<file path="config.mk">
export PLATFORM = sky130hd
export DESIGN_NAME = mi4_ctrl
export DESIGN_NICKNAME = d
export VERILOG_FILES = /design/src/hdl/mi4_pkg.sv /design/src/hdl/mi4_ctrl.sv
export VERILOG_INCLUDE_DIRS = /design/src /design/src/hdl
export SDC_FILE = /design/constraint.sdc
export NUM_CORES = 1
export LEC_CHECK = 0
export BUFFER_PORTS_ARGS = -buffer_cell sky130_fd_sc_hd__buf_2
export CAP_MARGIN = 10
export CORE_ASPECT_RATIO = 0.9
export CORE_UTILIZATION = 50
export DETAILED_ROUTE_END_ITERATION = 6
export PLACE_DENSITY_LB_ADDON = 0.25
export SLEW_MARGIN = 15
export SYNTH_ARGS = -nofsm -noshare
export SYNTH_HDL_FRONTEND = slang
export SYNTH_SLANG_ARGS = --single-unit
</file>
<file path="constraint.sdc">
create_clock -name clk -period 6.4 [get_ports clk]
set_input_delay 0.96 -clock clk [delete_from_list [all_inputs] [get_ports clk]]
set_output_delay 0.96 -clock clk [all_outputs]
set_load 0.05 [all_outputs]
</file>
<file path="src/hdl/matrix_inverse_4x4_defines.svh">
// Assertion macros used by the controller RTL.
`ifndef MATRIX_INVERSE_4X4_DEFINES_SVH
`define MATRIX_INVERSE_4X4_DEFINES_SVH

// Same-cycle implication, checked on clk, off during reset.
`define MI4_ASSERT_IMPL(lbl, ante, cons, msg) \
  lbl: assert property (@(posedge clk) disable iff (!rst_n) (ante) |-> (cons)) \
    else $error(msg);

// Next-cycle implication, checked on clk, off during reset.
`define MI4_ASSERT_NEXT(lbl, ante, cons, msg) \
  lbl: assert property (@(posedge clk) disable iff (!rst_n) (ante) |=> (cons)) \
    else $error(msg);

`endif

</file>
<file path="src/hdl/mi4_pkg.sv">
`default_nettype none
package mi4_pkg;

  typedef enum logic [3:0] {
    ST_LOAD,
    ST_CLRA,
    ST_CLRD,
    ST_OPB,
    ST_OPA,
    ST_MUL,
    ST_NEXT,
    ST_STCOF,
    ST_DET,
    ST_DIVLD,
    ST_DIV,
    ST_EMIT
  } state_t;

  typedef enum logic [1:0] {
    B_ELEM,
    B_TMP,
    B_COF
  } bsel_t;

  typedef struct packed {
    logic       wr_en;
    logic [3:0] wr_addr;
    logic [3:0] rd_addr;
    logic [3:0] cof_addr;
    logic       ldb;
    bsel_t      bsel;
    logic       lda;
    logic       mul_step;
    logic       mul_last;
    logic       dst_acc;
    logic       op_sub;
    logic       clr_tmp;
    logic       clr_acc;
    logic       st_cof;
    logic       neg_cof;
    logic       det_latch;
    logic       div_load;
    logic       div_step;
    logic       emit;
    logic       last;
  } cmd_t;

  typedef struct packed {
    logic singular;
  } stat_t;

  // Index 0..2 into the set 0..3 with one member removed.
  function automatic logic [1:0] pick(input logic [1:0] excl, input logic [1:0] idx);
    pick = (idx < excl) ? idx : idx + 2'd1;
  endfunction

endpackage
`default_nettype wire

</file>
<file path="src/hdl/mi4_ctrl.sv">
`default_nettype none
`include "matrix_inverse_4x4_defines.svh"
module mi4_ctrl
  import mi4_pkg::*;
#(
  parameter int DATA_WIDTH = 32,
  parameter int FRAC_BITS  = 16
) (
  input  wire logic  clk,
  input  wire logic  rst_n,
  input  wire logic  start,
  input  wire stat_t stat,
  output logic       busy,
  output cmd_t       cmd
);

  localparam int NW    = 3 * DATA_WIDTH + 3 + 2 * FRAC_BITS;
  localparam int CNT_W = $clog2(NW);

  state_t           state_r, state_nxt;
  logic [3:0]       lc_r, lc_nxt, k_r, k_nxt;
  logic [1:0]       j_r, j_nxt, p_r, p_nxt;
  logic [CNT_W-1:0] bit_r, bit_nxt;
  logic             det_r, det_nxt;

  logic [1:0] r_sel, c_sel, j1, j2;
  logic [1:0] row0, row1, row2;
  logic [3:0] addr_a, addr_b;
  logic       mul_last;

  // Element addresses of the current minor term
  always_comb begin
    r_sel = k_r[3:2];
    c_sel = k_r[1:0];
    j1    = (j_r == 2'd2) ? 2'd0 : j_r + 2'd1;
    j2    = (j_r == 2'd0) ? 2'd2 : j_r - 2'd1;
    row0  = pick(c_sel, 2'd0);
    row1  = pick(c_sel, 2'd1);
    row2  = pick(c_sel, 2'd2);
    case (p_r)
      2'd0: begin
        addr_b = {row2, pick(r_sel, j2)};
        addr_a = {row1, pick(r_sel, j1)};
      end
      2'd1: begin
        addr_b = {row2, pick(r_sel, j1)};
        addr_a = {row1, pick(r_sel, j2)};
      end
      default: begin
        addr_b = '0;
        addr_a = {row0, pick(r_sel, j_r)};
      end
    endcase
    if (det_r) begin
      addr_a = {k_r[1:0], 2'b00};
    end
    mul_last = (bit_r == CNT_W'(DATA_WIDTH - 1));
  end

  // Next state and counters
  always_comb begin
    state_nxt = state_r;
    lc_nxt    = lc_r;
    k_nxt     = k_r;
    j_nxt     = j_r;
    p_nxt     = p_r;
    bit_nxt   = bit_r;
    det_nxt   = det_r;
    case (state_r)
      ST_LOAD: begin
        if (start) begin
          lc_nxt = lc_r + 4'd1;
          if (lc_r == 4'd15) begin
            k_nxt     = '0;
            det_nxt   = 1'b0;
            state_nxt = ST_CLRA;
          end
        end
      end
      ST_CLRA: begin
        j_nxt     = '0;
        p_nxt     = '0;
        state_nxt = ST_OPB;
      end
      ST_CLRD: begin
        state_nxt = ST_OPB;
      end
      ST_OPB: begin
        state_nxt = ST_OPA;
      end
      ST_OPA: begin
        bit_nxt   = '0;
        state_nxt = ST_MUL;
      end
      ST_MUL: begin
        if (mul_last) begin
          state_nxt = ST_NEXT;
        end else begin
          bit_nxt = bit_r + 1'b1;
        end
      end
      ST_NEXT: begin
        if (det_r) begin
          if (k_r == 4'd3) begin
            state_nxt = ST_DET;
          end else begin
            k_nxt     = k_r + 4'd1;
            state_nxt = ST_OPB;
          end
        end else if (p_r != 2'd2) begin
          p_nxt     = p_r + 2'd1;
          state_nxt = ST_OPB;
        end else begin
          p_nxt = '0;
          if (j_r != 2'd2) begin
            j_nxt     = j_r + 2'd1;
            state_nxt = ST_OPB;
          end else begin
            state_nxt = ST_STCOF;
          end
        end
      end
      ST_STCOF: begin
        if (k_r == 4'd15) begin
          k_nxt     = '0;
          det_nxt   = 1'b1;
          state_nxt = ST_CLRD;
        end else begin
          k_nxt     = k_r + 4'd1;
          state_nxt = ST_CLRA;
        end
      end
      ST_DET: begin
        k_nxt     = '0;
        state_nxt = ST_DIVLD;
      end
      ST_DIVLD: begin
        bit_nxt   = '0;
        state_nxt = stat.singular ? ST_EMIT : ST_DIV;
      end
      ST_DIV: begin
        if (bit_r == CNT_W'(NW - 1)) begin
          state_nxt = ST_EMIT;
        end else begin
          bit_nxt = bit_r + 1'b1;
        end
      end
      ST_EMIT: begin
        k_nxt     = k_r + 4'd1;
        state_nxt = (k_r == 4'd15) ? ST_LOAD : ST_DIVLD;
      end
      default: begin
        state_nxt = ST_LOAD;
      end
    endcase
  end

  // Datapath commands
  always_comb begin
    cmd          = '0;
    cmd.bsel     = B_ELEM;
    cmd.wr_addr  = lc_r;
    cmd.cof_addr = k_r;
    cmd.rd_addr  = k_r;
    busy         = (state_r != ST_LOAD);
    case (state_r)
      ST_LOAD: begin
        cmd.wr_en = start;
      end
      ST_CLRA, ST_CLRD: begin
        cmd.clr_acc = 1'b1;
      end
      ST_OPB: begin
        cmd.ldb     = 1'b1;
        cmd.rd_addr = addr_b;
        if (det_r) begin
          cmd.bsel = B_COF;
        end else if (p_r == 2'd2) begin
          cmd.bsel = B_TMP;
        end else begin
          cmd.bsel = B_ELEM;
        end
        cmd.clr_tmp = !det_r && (p_r == 2'd0);
      end
      ST_OPA: begin
        cmd.lda     = 1'b1;
        cmd.rd_addr = addr_a;
      end
      ST_MUL: begin
        cmd.mul_step = 1'b1;
        cmd.mul_last = mul_last;
        cmd.dst_acc  = det_r || (p_r == 2'd2);
        cmd.op_sub   = !det_r && (p_r == 2'd1);
      end
      ST_STCOF: begin
        cmd.st_cof  = 1'b1;
        cmd.neg_cof = k_r[2] ^ k_r[0];
      end
      ST_DET: begin
        cmd.det_latch = 1'b1;
      end
      ST_DIVLD: begin
        cmd.div_load = !stat.singular;
      end
      ST_DIV: begin
        cmd.div_step = 1'b1;
      end
      ST_EMIT: begin
        cmd.emit = 1'b1;
        cmd.last = (k_r == 4'd15);
      end
      default: begin
        cmd.wr_en = 1'b0;
      end
    endcase
  end

  // State registers
  always_ff @(posedge clk) begin
    if (!rst_n) begin
      state_r <= ST_LOAD;
      lc_r    <= '0;
      k_r     <= '0;
      j_r     <= '0;
      p_r     <= '0;
      bit_r   <= '0;
      det_r   <= 1'b0;
    end else begin
      state_r <= state_nxt;
      lc_r    <= lc_nxt;
      k_r     <= k_nxt;
      j_r     <= j_nxt;
      p_r     <= p_nxt;
      bit_r   <= bit_nxt;
      det_r   <= det_nxt;
    end
  end

  `MI4_ASSERT_NEXT(a_last_frees, cmd.emit && cmd.last, !busy, "last result did not free block")
  `MI4_ASSERT_IMPL(a_div_nonsing, cmd.div_step, !stat.singular, "divide on singular matrix")
  `MI4_ASSERT_NEXT(a_full_load, !busy && start && (lc_r == 4'd15), state_r == ST_CLRA,
                   "sixteenth request did not start compute")
  `MI4_ASSERT_NEXT(a_mul_hold, cmd.mul_step, $stable(k_r), "cofactor index moved mid-multiply")

endmodule
`default_nettype wire

</file>
After elaboration in Yosys (flattened, before gate mapping):

Cells that the tools add are included.

* $add $sub $neg: 8
* multiplexer cells: 57
* reduce and logical (&&, ||, !) cells: 22
* multiply operators: 0
* divide/modulo/power cells: 0
* equality and inequality tests: 33
* shifts and indexed selects: 0
* order comparisons: 6
* bitwise gates (word level): 1

Operators with widths (count)
* 4-bit 2-to-1 mux: 14
* 4-bit case mux with 11 select lines: 1
* 2-bit 2-to-1 mux: 15
* 2-bit inequality test (second input constant): 14
* 4-bit equality test (second input constant): 6
* 4-bit case mux with 2 select lines: 3
* 8-bit case mux with 3 select lines: 1
* 4-bit case mux with 5 select lines: 1
* 4-bit by 3-bit equality test with 1-bit output (second input constant): 4
* 8-bit 2-to-1 mux: 2
* 1-bit 2-to-1 mux: 14
* 4-bit by 2-bit equality test with 1-bit output (second input constant): 3
* 4-bit AND reduction: 3
* 3-bit 2-to-1 mux: 3
* 2-bit by 1-bit adder with 2-bit output (second input constant): 4
* 4-bit by 1-bit adder with 4-bit output (second input constant): 2
* 8-bit by 1-bit adder with 8-bit output (second input constant): 1
* 8-bit by 5-bit equality test with 1-bit output (second input constant): 1
* 8-bit equality test (second input constant): 1
* 2-bit case mux with 2 select lines: 2
* 2-bit < comparator: 3
* 5-bit AND reduction: 1
* 5-bit nonzero test: 1
* 2-bit equality test (second input constant): 2
* other kinds (18): 25

* memory bits (writable): 0
* output and inout port bits: 31
* register bits: 25
* memories: 0
* bits in read-only memories: 0
* bits in latches: 0
* input bits: 4

Longest topological paths before layout:

* word-level depth: 7
* gate-level depth with buffers: 8
* depth with buffers taken out: 8

Worst setup path after synthesis:

No wires, ideal clock.

* kind: reg-to-output
* start point: reg k_r[3]
* end point: out cmd[21] (netlist name)
* arrival time: 2.748 ns
* path buffers: 0
* setup slack: 2.692 ns
* required time: 5.440 ns
* cell stages (with the launch flop): 8
* path through: dfxtp_1 > inv_1 > ha_1 > o21ai_0 > o31ai_1 > a221oi_1 > a21oi_1 > o211ai_1

RTL lines
* start: declaration: line mi4_ctrl.sv:21 `logic [3:0] lc_r, lc_nxt, k_r, k_nxt;`
* start signal: assignment: line mi4_ctrl.sv:231 `k_r <= k_nxt;`
* end: declaration: line mi4_ctrl.sv:14 `output cmd_t cmd`

==> summary.md <==
| Metric | Value |
|---|---|
| Post-synthesis sequential area ratio | 24.0% |
| Leak pwr | 0.840 nW |
| #FFs+latches synth | 25 |
| Filler cells | 370 |
| Die height | 63.3 um |
| Setup CP Type | reg2out |
| Post-synthesis cell area | 2090 um^2 |
| Post-synthesis mux area share | 2.88% |
| Post-DRT Antenna Nets | 0 |
| Worst Tran Pin Value | 0.686 ns |
| Syn_area_per_cell | 7.82 um^2 |
| Post-CTS Resized | 0 |
| Drt drc | 0 |
| Post-synth EDFFs | 0 |
| Final slew viol count | 0 |
| Syn Nets | 284 |
| Reg2reg end | bit_r[5] |
| Fin crit share | between 50 and 60% |
| Share of cells above drive strength 1 | 17.6% |
| CP Buf/Inv Count | 2 |
| Die width | approximately 70 um |
| Pwr/cell area | 149 nW/um^2 |
| Hold Fails Final Rpt | 0 |
| Yosys top cell by area | dfxtp_1 |
| Hold buffer count at CTS | 0 |
| Post-CTS setup buffer count | 0 |
| Worst-path clk slew | 0.09 ns |
| Worst clock skew | 0.00597 ns |
| GRT Residual Overflow | 0 |
| Setup_tns | 0 ns |
| Detailed Route WL | 4810 um |
| Clock buffer count from CTS | 3 |
| Initial antenna violation count | 0 |
| Routed vias | 1964 |
| Number of diodes | 0 |
| Worst rel slew slack | 54.2% |
| Worst Setup End Kind | output pin |
| Area delta synth->final | 6.77% |
| Compound-Gate Fraction of Synth Area | a little under a quarter |
| Clk buf depth | 2 |
| Clock Sinks | 25 |
| XOR/XNOR Fraction of Synth Area | 2.94% |
| Clk_lat worst skew | 0.28 ns |
| I/O pin total | 35 |
| WL per Instance | between 10 and 15 um |
| Worst hold start | bit_r[7] |
| Num rows | 21 |
| Main combinational cell family by area after synthesis | simple AND/OR/NAND/NOR gates |
| Root Buffer | clkbuf_8 |
| CP max stage cell | dfxtp_1 |
| Core footprint | 3860 um^2 |
| Synth Area in Simple Gates | 29.8% |
| Vias in the first global route | 1844 |
| F_max | around 0.28 GHz |
| Largest net degree at the start of global routing | 22 |
| Vias per inst | 5.95 |
| Hold Crit Class | reg2reg |
| DR iter-0 viols | around 80 |
| H-tree depth | 1 |
| DR pass1 iterations | 4 |
| Worst r2r src | state_r[3] |
| Data arrival, critical path | 2.62 ns |
| Final core occ | 57.7% |
| Mapped Cells | roughly 270 |
| FFs w/ async S/R, synth | 0% |
| First-pass GRT wire length | approximately 8500 um |
| Largest fanout on the critical path | 5 |
| Max VDD drop | between 0.1 and 0.15 mV |
| Primary FF master, synth | dfxtp_1 |
| Final Critical Period | around 3.6 ns |
| Total Power | 0.000332 W |
| Critical path required time | 5.44 ns |
| Synth top area share | 24.0% |
| Tot GR Track Use | roughly a quarter |
| Synth Area in Adders | between 7 and 8% |
| Hold Path Sink | bit_r[7] |
| Die area | 4440 um^2 |
| # setup viols final | 0 |
| Hpwl dp | 3610 um |
| Critical Path, Cell by Cell | inv_1, ha_1, ha_1, o21ai_0, o31ai_1, a221oi_1, o21ai_0, o211ai_1, buf_2 |
| Synth warn | 0 |
| CTS tree | yes |
| Starting density of the core | a little over half |
| Status | complete, no violations |
| Cell family with most CP delay | compound AO/OA/AOI/OAI gates |
| RSZ-0062 raised after global routing | no |
| Max Cap Viol | 0 |
| WHS Path Cells | 2 |
| Final Wtd Congestion | 0.878 |
| # nets final | a little over 300 |
| R2r worst-path depth | 5 |
| Setup crit start kind | register |
| Area contributors post-synth | dfxtp_1, ha_1, nor2_1, a21oi_1, nor3_1 |
| Reg-to-reg slack, setup | 3.94 ns |
| Crit-path max cell delay | ~0.40 ns |
| I/O Buffers | 34 |
| Netlist cell types | 59 |
layout make-up:
class	count	area, um^2	share of cell area (%)
repair buffers	34	170	7.64
well taps	46	57.6	2.58
flip-flops and latches	25	500	22.5
clock buffers	4	45.0	2.02
multi-input cells	207	1400	62.9
inverters	14	52.6	2.36
worst min-delay path, cell delays in order (launching register included):
cell and delay (ns):
dfxtp_1 0.33, o21ai_1 0.07, a21oi_1 0.06
cell usage after synthesis (6+ instances only):
cell      number
nor2_1        29
dfxtp_1       25
a21oi_1       21
nor3_1        14
o21ai_0       14
ha_1          13
inv_1         13
nand2b_1      11
nand3_1       11
clkbuf_1       8
o31ai_1        8
nand2_1        7
or3_1          7
buf_2          6
mux2i_1        6
routing by layer:
layer	GRT usage, %	vias to the layer above	part of all wire (%)	wire, um
met5	0	-	0	0
met4	9.25	0	2.3	109
met3	3.84	12	5.1	244
met2	37.7	49	46	2190
met1	31.8	904	47	2260
li1	-	999	-	-
where the power goes:
group          leakage, nW  internal [W]  total (W)  switching (W)
Sequential           0.202      0.000159   0.000170      0.0000102
Clock               0.0228     0.0000447  0.0000977      0.0000530
Combinational        0.616     0.0000201  0.0000649      0.0000448
layout by cell type (no fill, tap or decap), types with 7 or more instances in the layout:
| cell type | count |
|---|---|
| a21oi_1 | 21 |
| nor2_1 | 29 |
| or3_1 | 7 |
| nor3_1 | 14 |
| buf_2 | 34 |
| dfxtp_1 | 25 |
| o21ai_0 | 14 |
| ha_1 | 13 |
| inv_1 | 13 |
| o31ai_1 | 8 |
| nand3_1 | 11 |
| nand2b_1 | 11 |
| nand2_1 | 7 |
how the worst max path moves through the flow:
stage	startpoint	endpoint	slack [ns]	depth (start not counted)
after global placement	j_r[1]	cmd[21]	3.22	9
after global routing	j_r[1]	cmd[21]	2.57	9
final	j_r[1]	cmd[21]	2.82	9
after floorplan	k_r[3]	cmd[21]	2.69	7
after detailed placement	j_r[1]	cmd[21]	3.14	9
after CTS	j_r[1]	cmd[21]	2.83	9
cell families after synthesis:
logic type,Yosys count
AND/OR/NAND/NOR,107
AO/OA/AOI/OAI,74
buffers and inverters,35
flip-flops,25
adder cells (fa/ha/maj),13
XOR/XNOR,7
multiplexers,6
registers in the layout (all words and copies together) (netlist names):
| signal | count |
|---|---|
| p_r | 2 |
| det_r | 1 |
| k_r | 4 |
| j_r | 2 |
| lc_r | 4 |
| bit_r | 8 |
| state_r | 4 |
per-stage QoR:
step                cell area, um^2  std cells  setup slack (ns)  hold slack [ns]
floorplan                      2090        267              2.69            0.471
global placement               2180        326              3.22            0.486
detailed placement             2180        326              3.14            0.495
CTS                            2230        330              2.83            0.505
global route                   2230        330              2.57            0.552
finish                         2230        330              2.82            0.504
(Power assumes the default switching activity.)
